## src/design/esd_pkg.sv

```systemverilog
// Shared types, character codes and helpers for the escape sequence decoder.
package esd_pkg;

   localparam int CHAR_W     = 8;
   localparam int OUT_W      = 9;
   localparam int QUEUE_DEPTH = 4;
   localparam int QPTR_W     = $clog2(QUEUE_DEPTH);
   localparam int QCNT_W     = $clog2(QUEUE_DEPTH + 1);

   localparam logic [CHAR_W-1:0] CHAR_BACKSLASH = 8'h5C;
   localparam logic [CHAR_W-1:0] CHAR_LOWER_B   = 8'h62;
   localparam logic [CHAR_W-1:0] CHAR_LOWER_T   = 8'h74;
   localparam logic [CHAR_W-1:0] CHAR_LOWER_N   = 8'h6E;
   localparam logic [CHAR_W-1:0] CHAR_LOWER_F   = 8'h66;
   localparam logic [CHAR_W-1:0] CHAR_LOWER_R   = 8'h72;
   localparam logic [CHAR_W-1:0] CHAR_LOWER_X   = 8'h78;
   localparam logic [CHAR_W-1:0] CHAR_ZERO      = 8'h30;
   localparam logic [CHAR_W-1:0] CHAR_SEVEN     = 8'h37;

   localparam logic [OUT_W-1:0] CODE_BACKSPACE = 9'd8;
   localparam logic [OUT_W-1:0] CODE_TAB       = 9'd9;
   localparam logic [OUT_W-1:0] CODE_NEWLINE   = 9'd10;
   localparam logic [OUT_W-1:0] CODE_FORMFEED  = 9'd12;
   localparam logic [OUT_W-1:0] CODE_RETURN    = 9'd13;

   localparam logic [1:0] HEX_FULL_COUNT = 2'd2;
   localparam logic [1:0] OCT_FULL_COUNT = 2'd3;

   typedef enum logic [3:0] {
      MODE_NORMAL = 4'b0001,
      MODE_ESC    = 4'b0010,
      MODE_HEX    = 4'b0100,
      MODE_OCT    = 4'b1000
   } esd_mode_type;

   // One queued step: up to two results, end flag on the last of them
   typedef struct packed {
      logic             two;
      logic [OUT_W-1:0] char0;
      logic             has0;
      logic [OUT_W-1:0] char1;
      logic             eos;
   } esd_entry_type;

   typedef struct packed {
      logic full;
      logic empty;
   } esd_qstat_type;

   // {valid, digit value}
   function automatic logic [4:0] hex_digit(input logic [CHAR_W-1:0] c);
      logic [CHAR_W-1:0] diff;
      logic [4:0]        res;
      res  = 5'd0;
      diff = 8'd0;
      if (c inside {[8'h30:8'h39]}) begin
         diff = CHAR_W'(c - CHAR_ZERO);
         res  = {1'b1, diff[3:0]};
      end else if (c inside {[8'h41:8'h46]}) begin
         diff = CHAR_W'(c - 8'h37);
         res  = {1'b1, diff[3:0]};
      end else if (c inside {[8'h61:8'h66]}) begin
         diff = CHAR_W'(c - 8'h57);
         res  = {1'b1, diff[3:0]};
      end
      return res;
   endfunction

endpackage

```

## src/design/esd_if.sv

```systemverilog
// Valid/ready channel interfaces for requests, responses and the control register.
interface esd_req_if;
   logic       valid;
   logic       ready;
   logic [7:0] in_char;
   logic       in_last;
   modport source (output valid, in_char, in_last, input ready);
   modport sink   (input valid, in_char, in_last, output ready);
endinterface

interface esd_rsp_if;
   logic       valid;
   logic       ready;
   logic [8:0] out_char;
   logic       has_char;
   logic       end_of_string;
   modport source (output valid, out_char, has_char, end_of_string, input ready);
   modport sink   (input valid, out_char, has_char, end_of_string, output ready);
endinterface

interface esd_csr_if;
   logic valid;
   logic ready;
   logic escape_enable;
   modport source (output valid, escape_enable, input ready);
   modport sink   (input valid, escape_enable, output ready);
endinterface

```

## src/design/esd_front.sv

```systemverilog
// Front end: accepts characters, tracks escape state and builds queue entries.
module esd_front
   import esd_pkg::*;
(
   input  logic          clock,
   input  logic          reset,
   esd_req_if.sink       req_ch,
   input  logic          escape_enable,
   input  esd_qstat_type q_stat,
   output logic          q_push,
   output esd_entry_type q_entry
);

   esd_mode_type     mode_ff, mode_in;
   logic [OUT_W-1:0] value_ff, value_in;
   logic [1:0]       count_ff, count_in;

   logic             accept;
   logic [1:0]       n_res;
   logic [4:0]       hex_d;
   logic [OUT_W-1:0] hex_val, oct_val;
   logic [1:0]       count_inc;
   logic [OUT_W-1:0] c_ext;
   logic             is_oct;

   assign req_ch.ready = !q_stat.full;
   assign accept       = req_ch.valid && req_ch.ready;

   assign c_ext     = {1'b0, req_ch.in_char};
   assign hex_d     = hex_digit(req_ch.in_char);
   assign hex_val   = {value_ff[4:0], hex_d[3:0]};
   assign oct_val   = {value_ff[5:0], req_ch.in_char[2:0]};
   assign count_inc = count_ff + 2'd1;
   assign is_oct    = req_ch.in_char inside {[CHAR_ZERO:CHAR_SEVEN]};

   always_comb begin
      mode_in  = mode_ff;
      value_in = value_ff;
      count_in = count_ff;
      n_res    = 2'd0;
      q_entry  = '0;
      q_entry.has0 = 1'b1;

      if (!escape_enable) begin
         mode_in  = MODE_NORMAL;
         value_in = '0;
         count_in = '0;
         q_entry.char0 = c_ext;
         n_res = 2'd1;
      end else begin
         case (mode_ff)
            MODE_NORMAL: begin
               if (req_ch.in_char == CHAR_BACKSLASH) begin
                  mode_in = MODE_ESC;
               end else begin
                  q_entry.char0 = c_ext;
                  n_res = 2'd1;
               end
            end
            MODE_ESC: begin
               mode_in = MODE_NORMAL;
               case (req_ch.in_char)
                  CHAR_LOWER_B: begin q_entry.char0 = CODE_BACKSPACE; n_res = 2'd1; end
                  CHAR_LOWER_T: begin q_entry.char0 = CODE_TAB;       n_res = 2'd1; end
                  CHAR_LOWER_N: begin q_entry.char0 = CODE_NEWLINE;   n_res = 2'd1; end
                  CHAR_LOWER_F: begin q_entry.char0 = CODE_FORMFEED;  n_res = 2'd1; end
                  CHAR_LOWER_R: begin q_entry.char0 = CODE_RETURN;    n_res = 2'd1; end
                  CHAR_LOWER_X: begin
                     mode_in  = MODE_HEX;
                     value_in = '0;
                     count_in = '0;
                  end
                  default: begin
                     // drop unknown escapes, start an octal run on an octal digit
                     if (is_oct) begin
                        mode_in  = MODE_OCT;
                        value_in = {6'd0, req_ch.in_char[2:0]};
                        count_in = 2'd1;
                     end
                  end
               endcase
            end
            MODE_HEX, MODE_OCT: begin
               if ((mode_ff == MODE_HEX && hex_d[4]) || (mode_ff == MODE_OCT && is_oct)) begin
                  value_in = (mode_ff == MODE_HEX) ? hex_val : oct_val;
                  count_in = count_inc;
                  if ((mode_ff == MODE_HEX && count_inc >= HEX_FULL_COUNT) ||
                      (mode_ff == MODE_OCT && count_inc >= OCT_FULL_COUNT)) begin
                     q_entry.char0 = value_in;
                     n_res    = 2'd1;
                     mode_in  = MODE_NORMAL;
                     value_in = '0;
                     count_in = '0;
                  end
               end else begin
                  // flush the gathered value, then treat the character as text
                  q_entry.char0 = value_ff;
                  n_res    = 2'd1;
                  mode_in  = MODE_NORMAL;
                  value_in = '0;
                  count_in = '0;
                  if (req_ch.in_char == CHAR_BACKSLASH) begin
                     mode_in = MODE_ESC;
                  end else begin
                     q_entry.char1 = c_ext;
                     q_entry.two   = 1'b1;
                     n_res = 2'd2;
                  end
               end
            end
            default: begin
               mode_in  = MODE_NORMAL;
               value_in = '0;
               count_in = '0;
            end
         endcase
      end

      if (req_ch.in_last) begin
         // a pending value can only exist when nothing was emitted this step
         if (mode_in == MODE_HEX || mode_in == MODE_OCT) begin
            q_entry.char0 = value_in;
            n_res = 2'd1;
         end
         if (n_res == 2'd0) begin
            q_entry.char0 = '0;
            q_entry.has0  = 1'b0;
            n_res = 2'd1;
         end
         q_entry.eos = 1'b1;
         mode_in  = MODE_NORMAL;
         value_in = '0;
         count_in = '0;
      end
   end

   assign q_push = accept && (n_res != 2'd0);

   always_ff @(posedge clock) begin
      if (reset) begin
         mode_ff  <= MODE_NORMAL;
         value_ff <= '0;
         count_ff <= '0;
      end else if (accept) begin
         mode_ff  <= mode_in;
         value_ff <= value_in;
         count_ff <= count_in;
      end
   end

endmodule

```

## src/design/esd_queue.sv

```systemverilog
// Short queue of decoded steps between front and back end.
module esd_queue
   import esd_pkg::*;
(
   input  logic          clock,
   input  logic          reset,
   input  logic          push,
   input  esd_entry_type push_entry,
   input  logic          pop,
   output esd_entry_type head_entry,
   output esd_qstat_type stat
);

   esd_entry_type     mem_ff [QUEUE_DEPTH];
   logic [QPTR_W-1:0] wr_ptr_ff, wr_ptr_in;
   logic [QPTR_W-1:0] rd_ptr_ff, rd_ptr_in;
   logic [QCNT_W-1:0] count_ff, count_in;
   logic              do_push, do_pop;

   assign stat.full  = (count_ff == QCNT_W'(QUEUE_DEPTH));
   assign stat.empty = (count_ff == '0);
   assign do_push    = push && !stat.full;
   assign do_pop     = pop && !stat.empty;
   assign head_entry = mem_ff[rd_ptr_ff];

   always_comb begin
      wr_ptr_in = do_push ? QPTR_W'(wr_ptr_ff + 1'b1) : wr_ptr_ff;
      rd_ptr_in = do_pop  ? QPTR_W'(rd_ptr_ff + 1'b1) : rd_ptr_ff;
      count_in  = count_ff;
      if (do_push && !do_pop) begin
         count_in = QCNT_W'(count_ff + 1'b1);
      end else if (do_pop && !do_push) begin
         count_in = QCNT_W'(count_ff - 1'b1);
      end
   end

   always_ff @(posedge clock) begin
      if (do_push) begin
         mem_ff[wr_ptr_ff] <= push_entry;
      end
   end

   always_ff @(posedge clock) begin
      if (reset) begin
         wr_ptr_ff <= '0;
         rd_ptr_ff <= '0;
         count_ff  <= '0;
      end else begin
         wr_ptr_ff <= wr_ptr_in;
         rd_ptr_ff <= rd_ptr_in;
         count_ff  <= count_in;
      end
   end

endmodule

```

## src/design/esd_back.sv

```systemverilog
// Back end: splits queued steps into single responses behind an output register.
module esd_back
   import esd_pkg::*;
(
   input  logic          clock,
   input  logic          reset,
   input  esd_entry_type head_entry,
   input  esd_qstat_type q_stat,
   output logic          pop,
   esd_rsp_if.source     rsp_ch
);

   logic             rsp_valid_ff, rsp_valid_in;
   logic [OUT_W-1:0] char_ff, char_in;
   logic             has_ff, has_in;
   logic             eos_ff, eos_in;
   logic             second_ff, second_in;
   logic             load;

   assign load = !rsp_valid_ff || rsp_ch.ready;

   always_comb begin
      rsp_valid_in = rsp_valid_ff;
      char_in      = char_ff;
      has_in       = has_ff;
      eos_in       = eos_ff;
      second_in    = second_ff;
      pop          = 1'b0;
      if (load) begin
         rsp_valid_in = !q_stat.empty;
         if (!q_stat.empty) begin
            if (head_entry.two && !second_ff) begin
               // hold the entry for its second result
               char_in   = head_entry.char0;
               has_in    = head_entry.has0;
               eos_in    = 1'b0;
               second_in = 1'b1;
            end else begin
               char_in   = second_ff ? head_entry.char1 : head_entry.char0;
               has_in    = second_ff ? 1'b1 : head_entry.has0;
               eos_in    = head_entry.eos;
               second_in = 1'b0;
               pop       = 1'b1;
            end
         end
      end
   end

   always_ff @(posedge clock) begin
      if (reset) begin
         rsp_valid_ff <= 1'b0;
         second_ff    <= 1'b0;
      end else begin
         rsp_valid_ff <= rsp_valid_in;
         second_ff    <= second_in;
      end
   end

   always_ff @(posedge clock) begin
      char_ff <= char_in;
      has_ff  <= has_in;
      eos_ff  <= eos_in;
   end

   assign rsp_ch.valid         = rsp_valid_ff;
   assign rsp_ch.out_char      = char_ff;
   assign rsp_ch.has_char      = has_ff;
   assign rsp_ch.end_of_string = eos_ff;

endmodule

```

## src/design/escape_sequence_decoder.sv

```systemverilog
// Escape sequence decoder top level: front end, step queue and back end.
// Path: a character's first result is written into the queue, then loaded into the output
// register, and is driven on rsp from there.
// Throughput: one character per cycle unless the queue is full; the back end's output register
// sends one result per cycle unless rsp stalls; a 4-entry queue absorbs steps with two results.
// Reset: synchronous, active high; clears decode state, queue and output valid,
// and sets escape_enable to 1.
module escape_sequence_decoder
   import esd_pkg::*;
(
   input  logic      clock,
   input  logic      reset,
   esd_csr_if.sink   csr_ch,
   esd_req_if.sink   req_ch,
   esd_rsp_if.source rsp_ch
);

   logic          escape_enable_ff, escape_enable_in;
   logic          q_push, q_pop;
   esd_entry_type q_entry, head_entry;
   esd_qstat_type q_stat;

   assign csr_ch.ready     = 1'b1;
   assign escape_enable_in = (csr_ch.valid && csr_ch.ready) ? csr_ch.escape_enable
                                                            : escape_enable_ff;

   always_ff @(posedge clock) begin
      if (reset) begin
         escape_enable_ff <= 1'b1;
      end else begin
         escape_enable_ff <= escape_enable_in;
      end
   end

   esd_front u_front (
      .clock         (clock),
      .reset         (reset),
      .req_ch        (req_ch),
      .escape_enable (escape_enable_ff),
      .q_stat        (q_stat),
      .q_push        (q_push),
      .q_entry       (q_entry)
   );

   esd_queue u_queue (
      .clock      (clock),
      .reset      (reset),
      .push       (q_push),
      .push_entry (q_entry),
      .pop        (q_pop),
      .head_entry (head_entry),
      .stat       (q_stat)
   );

   esd_back u_back (
      .clock      (clock),
      .reset      (reset),
      .head_entry (head_entry),
      .q_stat     (q_stat),
      .pop        (q_pop),
      .rsp_ch     (rsp_ch)
   );

`ifndef SYNTH
   a_no_push_when_full: assert property (@(posedge clock) disable iff (reset)
      q_push |-> !q_stat.full)
      else $error("step pushed into a full queue");

   a_bare_marker_ends: assert property (@(posedge clock) disable iff (reset)
      (rsp_ch.valid && !rsp_ch.has_char) |-> (rsp_ch.end_of_string && rsp_ch.out_char == '0))
      else $error("bare marker without end of string or with a character");

   a_passthrough_single: assert property (@(posedge clock) disable iff (reset)
      (q_push && !escape_enable_ff) |-> (q_entry.has0 && !q_entry.two))
      else $error("pass-through step not a single character");

   a_pop_needs_data: assert property (@(posedge clock) disable iff (reset)
      q_pop |-> !q_stat.empty)
      else $error("pop from an empty queue");
`endif

endmodule

```

## src/flat_wrapper.sv

```systemverilog
// flat-port wrapper written by rule: the top's interface ports become plain ports
module escape_sequence_decoder_flat import esd_pkg::*;
  (clock, reset, csr_ch_valid, csr_ch_escape_enable, csr_ch_ready, req_ch_valid, req_ch_in_char, req_ch_in_last, req_ch_ready, rsp_ch_valid, rsp_ch_out_char, rsp_ch_has_char, rsp_ch_end_of_string, rsp_ch_ready);
  esd_csr_if csr_ch_i ();
  esd_req_if req_ch_i ();
  esd_rsp_if rsp_ch_i ();
  input  logic clock;
  input  logic reset;
  input wire logic [$bits(csr_ch_i.valid)-1:0] csr_ch_valid;
  input wire logic [$bits(csr_ch_i.escape_enable)-1:0] csr_ch_escape_enable;
  output wire logic [$bits(csr_ch_i.ready)-1:0] csr_ch_ready;
  input wire logic [$bits(req_ch_i.valid)-1:0] req_ch_valid;
  input wire logic [$bits(req_ch_i.in_char)-1:0] req_ch_in_char;
  input wire logic [$bits(req_ch_i.in_last)-1:0] req_ch_in_last;
  output wire logic [$bits(req_ch_i.ready)-1:0] req_ch_ready;
  output wire logic [$bits(rsp_ch_i.valid)-1:0] rsp_ch_valid;
  output wire logic [$bits(rsp_ch_i.out_char)-1:0] rsp_ch_out_char;
  output wire logic [$bits(rsp_ch_i.has_char)-1:0] rsp_ch_has_char;
  output wire logic [$bits(rsp_ch_i.end_of_string)-1:0] rsp_ch_end_of_string;
  input wire logic [$bits(rsp_ch_i.ready)-1:0] rsp_ch_ready;
  assign csr_ch_i.valid = csr_ch_valid;
  assign csr_ch_i.escape_enable = csr_ch_escape_enable;
  assign csr_ch_ready = csr_ch_i.ready;
  assign req_ch_i.valid = req_ch_valid;
  assign req_ch_i.in_char = req_ch_in_char;
  assign req_ch_i.in_last = req_ch_in_last;
  assign req_ch_ready = req_ch_i.ready;
  assign rsp_ch_valid = rsp_ch_i.valid;
  assign rsp_ch_out_char = rsp_ch_i.out_char;
  assign rsp_ch_has_char = rsp_ch_i.has_char;
  assign rsp_ch_end_of_string = rsp_ch_i.end_of_string;
  assign rsp_ch_i.ready = rsp_ch_ready;
  escape_sequence_decoder u_core (.clock(clock), .reset(reset), .csr_ch(csr_ch_i), .req_ch(req_ch_i), .rsp_ch(rsp_ch_i));
endmodule
```

## config.mk

```make
export PLATFORM = sky130hd
export DESIGN_NAME = escape_sequence_decoder_flat
export DESIGN_NICKNAME = d
export VERILOG_FILES = /design/src/design/esd_pkg.sv /design/src/design/esd_if.sv /design/src/design/esd_front.sv /design/src/design/esd_queue.sv /design/src/design/esd_back.sv /design/src/design/escape_sequence_decoder.sv /design/src/flat_wrapper.sv
export SDC_FILE = /design/constraint.sdc
export NUM_CORES = 1
export LEC_CHECK = 0
export BUFFER_PORTS_ARGS = -buffer_cell sky130_fd_sc_hd__buf_4
export CAP_MARGIN = 20
export CORE_ASPECT_RATIO = 0.9
export CORE_UTILIZATION = 52
export DETAILED_ROUTE_END_ITERATION = 7
export PLACE_DENSITY = 0.75
export SETUP_SLACK_MARGIN = 0.4
export SYNTH_ARGS = -nofsm -noshare
export SYNTH_HDL_FRONTEND = slang
export SYNTH_SLANG_ARGS = --single-unit
export TNS_END_PERCENT = 10
```

## constraint.sdc

```tcl
create_clock -name clock -period 5.7 [get_ports clock]
set_input_delay 0 -clock clock [delete_from_list [all_inputs] [get_ports clock]]
set_output_delay 0 -clock clock [all_outputs]
set_load 0.05 [all_outputs]
```

==> impl_metrics.py, run 1 <==
metrics = {
    "outcome": {
        "status": "completed",
    },
    "floorplanning": {
        "placeableCoreArea_mm2": 0.0105,
        "boundaryPins": 29,
        "die-area_mm2": 0.0114,
        "std_cell_rows": 35,
        "floorplan.die.height_um": 101,
        "effective_utilization_at_floorplan_pct": 54.5,
        "die_w_um": 112,
    },
    "sta": {
        "endpoints_failing_setup": 0,
        "maxSlewHeadroom_pct": 27.7,
        "max_freq_ghz": 0.260,
        "rsz_0062_raised_after_global_routing": "false",
        "fin_tns_setup_ns": 0,
        "final-hold-violation-count": 0,
        "worst_hold_slack_ns": 0.0263,
        "final_period_minus_worst_setup_slack_ns": 3.85,
        "clock-skew-final_ns": 0.0107,
        "tightestPinTransition_ns": 1.08,
        "finalMaxSlewViolations": 0,
        "final_min_period_over_clock_period_pct": 67.5,
    },
    "placed_design": {
        "detailed_place_hpwl_um": 8510,
        "routabilityCongestion": 0.991,
        "port-buffer-count": 27,
    },
    "global_routing": {
        "grt_antenna_before_repair": 0,
        "globalRouteOverflowTotal": 0,
        "grt_pass1_wl_um": 20600,
        "grt.total_usage_pct": 24.5,
        "grt_max_degree": 30,
        "grt_pass1_vias": 3853,
    },
    "synth": {
        "synth_enable_flop_cells": 91,
        "yosys_most_used_dff": "edfxtp_1",
        "post_synth_inst_count": 442,
        "share_of_the_synthesized_area_in_compound_gates_ao_oa_aoi_oai_pct": 11.8,
        "ys_async_sr_fraction_pct": 0,
        "synth_seq_area_share_pct": 57.4,
        "yosysUniqueCellTypes": 72,
        "synth_fp_nets": 468,
        "mappedNetlistArea_mm2": 0.00570,
        "register_bit_total_from_synthesis": 118,
        "post_synth_and_or_nand_nor_area_fraction_pct": 13.8,
        "synthMuxAreaShare_pct": 11.3,
        "syn_avg_cell_area_um2": 12.9,
        "adder_cell_share_of_the_synthesized_area_pct": 2.54,
        "dominant_combinational_cell_family_by_area_after_synthesis": "simple AND/OR/NAND/NOR gates",
        "xor_and_xnor_area_share_after_synthesis_pct": 0.614,
        "yosys_warnings": 0,
    },
    "worst_setup_path": {
        "cp_num_cells": 12,
        "critical_path_peak_fanout": 11,
        "path_buf_inv": 1,
        "worst-endpoint-required_ns": 6.04,
        "slowest_stage": "nor4b_1",
        "cp.arrival_ns": 4.18,
        "critical_path_s_largest_stage_delay_ns": 0.71,
        "worst_setup_path_end_kind": "flip-flop",
        "critPathLaunchType": "flip-flop",
        "cpLargestDelayFamily": "simple AND/OR/NAND/NOR gates",
        "rr_worst_depth": 12,
        "setup.worst_path.class": "reg2reg",
        "critical_path.cell_chain": "nor4b_1, a21o_2, nand2_2, nor4_4, nor3b_2, a31oi_4, ha_1, inv_1, fa_1, xor2_1, or3_1, a21oi_1",
    },
    "clocking": {
        "tritoncts": "done",
        "clock_tree.buffer_depth": 2,
        "post_cts.resized_instances": 0,
        "htree_num_levels": 4,
        "clk-insertion-delay-late_ns": 0.41,
        "root_buffer_cell": "clkbuf_16",
        "tritoncts_num_sinks": 118,
        "cts.reportedPaths.clkPinSlew_ns": 0.06,
        "cts_bufs_inserted": 17,
    },
    "layout": {
        "fillers": 813,
        "multi_input_comb_area_mm2": 0.00228,
        "diodes": 0,
        "final_layout_size_suffix_gt1_share_pct": 19.3,
        "seq_area_mm2": 0.00327,
        "layout-area-overhead-vs-synth_pct": 15.5,
        "nNetsFinal": 502,
    },
    "route": {
        "vias_per_cell": 6.22,
        "drt-wirelength-per-cell_um": 20.9,
        "drt_iter0_drc": 353,
        "detail_route.first_pass.iterations": 5,
        "drt_drc_violations_left": 0,
        "routed_wirelength_um": 12900,
        "count_of_antenna_violating_nets_left_after_detailed_routing": 0,
        "route.vias.total": 3825,
    },
    "run": {
        "max_cap_violations": 0,
    },
    "power_and_ir_drop": {
        "irDropWorstVdd_mv": 0.149,
        "static-leakage-power_nw": 2.29,
        "power-per-cell-area_mw_per_mm2": 421,
    },
    "hold_path": {
        "worst_hold_path_stage_count": 3,
        "hold_path_class": "in2reg",
    },
}
-- timing repair --
item	CTS	global route
buffers inserted	0	0
hold buffers	6	0
endpoints found under the hold margin	24	0
-- cells in the final DEF (no fill, tap or decap), drive strengths merged, types with 10 or more instances in the layout --
master,n
buf,30
nor2b,10
nand2b,10
ha,10
clkbuf,18
edfxtp,91
dfxtp,27
and2,15
nor2,29
mux4,20
nand2,33
o21ai,25
inv,11
a21oi,23
nor3,12
-- layer usage --
| metal | global-route usage (%) | vias to the layer above | wire (µm) |
|---|---|---|---|
| met5 | 0 | - | 0 |
| met4 | 8.62 | 0 | 272 |
| met3 | 4.97 | 26 | 488 |
| met2 | 40.7 | 127 | 6110 |
| met1 | 32.6 | 1909 | 5980 |
| li1 | - | 1763 | - |
-- per-stage QoR --
stage / setup slack [ns] / cell area, µm² / util (%) / std cells / power [mW]
floorplan: 2.46 / 5700 / - / 442 / 1.62
global placement: 1.98 / 5980 / 57.2 / 580 / 1.78
detailed placement: 1.90 / 5980 / 57.2 / 580 / 1.80
CTS: 1.88 / 6590 / 62.9 / 615 / 2.79
global route: 1.57 / 6590 / 62.9 / 615 / 2.89
finish: 1.85 / 6590 / 62.9 / 615 / 2.77
-- power breakdown --
| group | switching (mW) | internal (mW) | total, mW |
|---|---|---|---|
| logic | 0.398 | 0.254 | 0.652 |
| clock network | 0.364 | 0.628 | 0.992 |
| registers | 0.0537 | 1.08 | 1.13 |
-- flip-flops by register name, summed over array words and instances, names as in the netlist, 2 cells and up, named ones only --
| signal | cells |
|---|---|
| u_core.u_queue.mem_ff | 80 |
| u_core.u_back.rsp_ch.out_char | 9 |
| u_core.u_front.value_ff | 9 |
| u_core.u_front.mode_ff | 4 |
| u_core.u_queue.count_ff | 3 |
| u_core.u_front.count_ff | 2 |
| u_core.u_queue.rd_ptr_ff | 2 |
| u_core.u_queue.wr_ptr_ff | 2 |
-- worst reg2reg max path, delay by kind of cell, from the launching register on --
family	cells	cell delay (ns)
AO/OA/AOI/OAI	3	0.72
AND/OR/NAND/NOR	5	1.78
flip-flops	1	0.42
XOR/XNOR	1	0.18
buffers and inverters	1	0.06
adder cells (fa/ha/maj)	2	0.62
-- cell type report --
type,instances,share of cell area (%)
clock buffer,18,6.52
sequential,118,49.7
timing repair buffer,36,4.33
tap,129,2.45
inverter,11,0.627
multi-input combinational,292,34.7
clock inverter,11,1.71
-- path summary, 6_finish.rpt --
kind	slack (ns)	end	from
min reg2reg	0.51	u_core.u_queue.count_ff[2]$_SDFFE_PP0P_	u_core.u_queue.count_ff[2]$_SDFFE_PP0P_
max	1.85	u_core.u_queue.count_ff[2]$_SDFFE_PP0P_	u_core.u_front.mode_ff[2]$_SDFFE_PP0P_
min	0.03	u_core.u_queue.mem_ff[0][17]$_DFFE_PP_	req_ch_in_char[7]
max reg2reg	1.85	u_core.u_queue.count_ff[2]$_SDFFE_PP0P_	u_core.u_front.mode_ff[2]$_SDFFE_PP0P_
-- kinds of logic (layout without fill, tap and decap cells) --
family | after synthesis | in the layout
compound gates | 95 | 95
xor+xnor | 4 | 4
fa+ha+maj | 11 | 11
buf+inv | 32 | 76
flops | 118 | 118
mux | 38 | 38
other cells | 1 | 1
simple gates | 143 | 143
-- cell usage after synthesis, types with 11 or more instances --
library cell	number	area, µm²
o21ai_0	23	115
nor2_1	29	109
edfxtp_1	91	2730
mux4_2	20	450
a21oi_1	23	115
dfxtp_1	27	541
nand2_1	32	120
and2_1	15	93.8
clkbuf_1	13	48.8
inv_1	11	41.3
nor3_1	11	55.1
No activity file was read; power rests on OpenSTA's default activity.
==> inputs of run 2 (changes only) <==
Settings changed: PLACE_DENSITY 0.75 to 0.78.
Clock period 5.7 ns to 3.4 ns, I/O delays scaled along.
==> impl_metrics.py, run 2 (synthesized netlist as in run 1, its figures left out) <==
metrics = {
    "global_routing": {
        "global_route.usage.met1_pct": 33.4,
        "grt_pass1_vias": 4010,
        "grt_max_degree": 30,
        "grt_util_met3_pct": 5.57,
        "grt.total_usage_pct": 25.8,
        "grt_pass1_wl_um": 21600,
        "top_usage_layer": "met2",
        "globalRouteOverflowTotal": 0,
        "met2_usage_pct": 43.1,
        "grt_antenna_before_repair": 0,
    },
    "sta": {
        "maxSlewHeadroom_pct": 46.3,
        "tightestPinTransition_ns": 0.798,
        "final_period_minus_worst_setup_slack_ns": 2.92,
        "fin_tns_setup_ns": 0,
        "endpoints_failing_setup": 0,
        "max_freq_ghz": 0.343,
        "rsz_0062_raised_after_global_routing": "true",
        "worst_hold_slack_ns": 0.0643,
        "clock-skew-final_ns": 0.00797,
        "final_min_period_over_clock_period_pct": 85.7,
        "final-hold-violation-count": 0,
        "post-route-worst-setup-slack_ns": 0.485,
        "finalMaxSlewViolations": 0,
    },
    "layout": {
        "largest-register": "u_core.u_queue.mem_ff",
        "layout-area-overhead-vs-synth_pct": 21.2,
        "diodes": 0,
        "layout_commonest_cell": "edfxtp_1",
        "mostFrequentLayoutCells": "edfxtp_1, buf_4, nand2_1",
        "number_of_flip_flops_in_the_largest_register": 80,
        "final_layout_size_suffix_gt1_share_pct": 26.4,
        "nNetsFinal": 520,
    },
    "power_and_ir_drop": {
        "totalPowerFinal_mw": 5.01,
        "static-leakage-power_nw": 2.43,
        "power-per-cell-area_mw_per_mm2": 724,
        "irDropWorstVdd_mv": 0.346,
    },
    "worst_setup_path": {
        "critical_path_peak_fanout": 8,
        "worst_setup_path_end_kind": "flip-flop",
        "worst-endpoint-required_ns": 3.74,
        "cp.arrival_ns": 3.25,
        "setup.worst_path.class": "reg2reg",
        "cpLargestDelayFamily": "simple AND/OR/NAND/NOR gates",
        "critical_path.cell_chain": "nor4b_4, a21o_4, nand2_2, nor4_4, nor3b_2, a31oi_4, ha_4, inv_1, fa_2, xor2_1, or3_1, a21oi_1",
        "critPathLaunchType": "flip-flop",
        "path_buf_inv": 1,
        "slowest_stage": "nor4b_4",
        "critical_path_s_largest_stage_delay_ns": 0.37,
    },
    "floorplanning": {
        "die-area_mm2": 0.0114,
        "floorplan.die.height_um": 101,
        "placeableCoreArea_mm2": 0.0105,
        "effective_utilization_at_floorplan_pct": 54.5,
        "std_cell_rows": 35,
        "boundaryPins": 29,
        "die_w_um": 112,
    },
    "placed_design": {
        "port-buffer-count": 27,
        "routabilityCongestion": 1.03,
        "pre_cts_slack_ns": 0.330,
        "detailed_place_hpwl_um": 8930,
    },
    "run": {
        "max_cap_violations": 0,
    },
    "route": {
        "detail_route.first_pass.iterations": 5,
        "count_of_antenna_violating_nets_left_after_detailed_routing": 0,
        "vias_per_cell": 6.21,
        "route.vias.total": 3948,
        "drt_drc_violations_left": 0,
        "drt-wirelength-per-cell_um": 21.2,
        "drt_iter0_drc": 406,
        "routed_wirelength_um": 13500,
    },
    "hold_path": {
        "hold_path_class": "in2reg",
    },
    "clocking": {
        "cts.reportedPaths.clkPinSlew_ns": 0.05,
        "root_buffer_cell": "clkbuf_16",
        "clk-insertion-delay-late_ns": 0.41,
        "clock_tree.buffer_depth": 2,
        "tritoncts_num_sinks": 118,
        "htree_num_levels": 4,
        "tritoncts": "done",
        "cts_bufs_inserted": 17,
    },
    "outcome": {
        "status": "completed",
    },
}
-- run 2: cell count changes in the layout (fill, tap and decap cells not counted), sizes merged --
| cell | before | now |
|---|---|---|
| buf | 30 | 48 |
| bufinv | 2 | 5 |
| inv | 11 | 14 |
| clkbuf | 18 | 17 |
| clkinv | 6 | 5 |
| clkinvlp | 3 | 2 |
-- run 2: where the power goes --
part / internal, mW / switching [mW]
clock network: 1.30 / 0.654
logic: 0.456 / 0.691
registers: 1.80 / 0.100
-- run 2: worst paths after layout --
| path | from | end | slack, ns | cells past startpoint |
|---|---|---|---|---|
| worst min register to register | u_core.u_front.mode_ff[2]$_SDFFE_PP0P_ | u_core.u_front.mode_ff[2]$_SDFFE_PP0P_ | 0.51 | 2 |
| worst max register to register | u_core.u_front.mode_ff[3]$_SDFFE_PP0P_ | u_core.u_queue.count_ff[2]$_SDFFE_PP0P_ | 0.48 | 12 |
| worst min-delay path | req_ch_in_char[6] | u_core.u_queue.mem_ff[3][7]$_DFFE_PP_ | 0.06 | 2 |
| worst max-delay path | u_core.u_front.mode_ff[3]$_SDFFE_PP0P_ | u_core.u_queue.count_ff[2]$_SDFFE_PP0P_ | 0.48 | 12 |
-- run 2: final cells by class --
class / count / area [µm²]
multi-input cells: 292 / 2360
clock inverters: 15 / 225
repair buffers: 54 / 420
fillers: 745 / 3550
well taps: 129 / 161
clock buffers: 17 / 425
inverters: 11 / 41.3
flip-flops and latches: 118 / 3280
-- run 2: timing repair --
item | in CTS | in global routing
endpoints found under the setup margin | 1 | 10
pin swaps | 0 | 2
hold endpoints to repair | 22 | 0
gates resized for setup | 0 | 5
buffers inserted | 1 | 0
hold buffers | 6 | 0
-- run 2: stage by stage --
| stage | cell area [µm²] | cells | util (%) |
|---|---|---|---|
| 2_1_floorplan | 5780 | 442 | - |
| 3_3_place_gp | 6170 | 597 | 59.0 |
| 3_5_place_dp | 6170 | 597 | 59.0 |
| 4_1_cts | 6890 | 636 | 65.9 |
| 5_1_grt | 6910 | 636 | 66.0 |
| 6_report | 6910 | 636 | 66.0 |
-- run 2: metal layers --
metal	vias to the layer above	wire (µm)
met5	-	0
met4	0	394
met3	31	725
met2	150	6530
met1	1958	5860
li1	1809	-
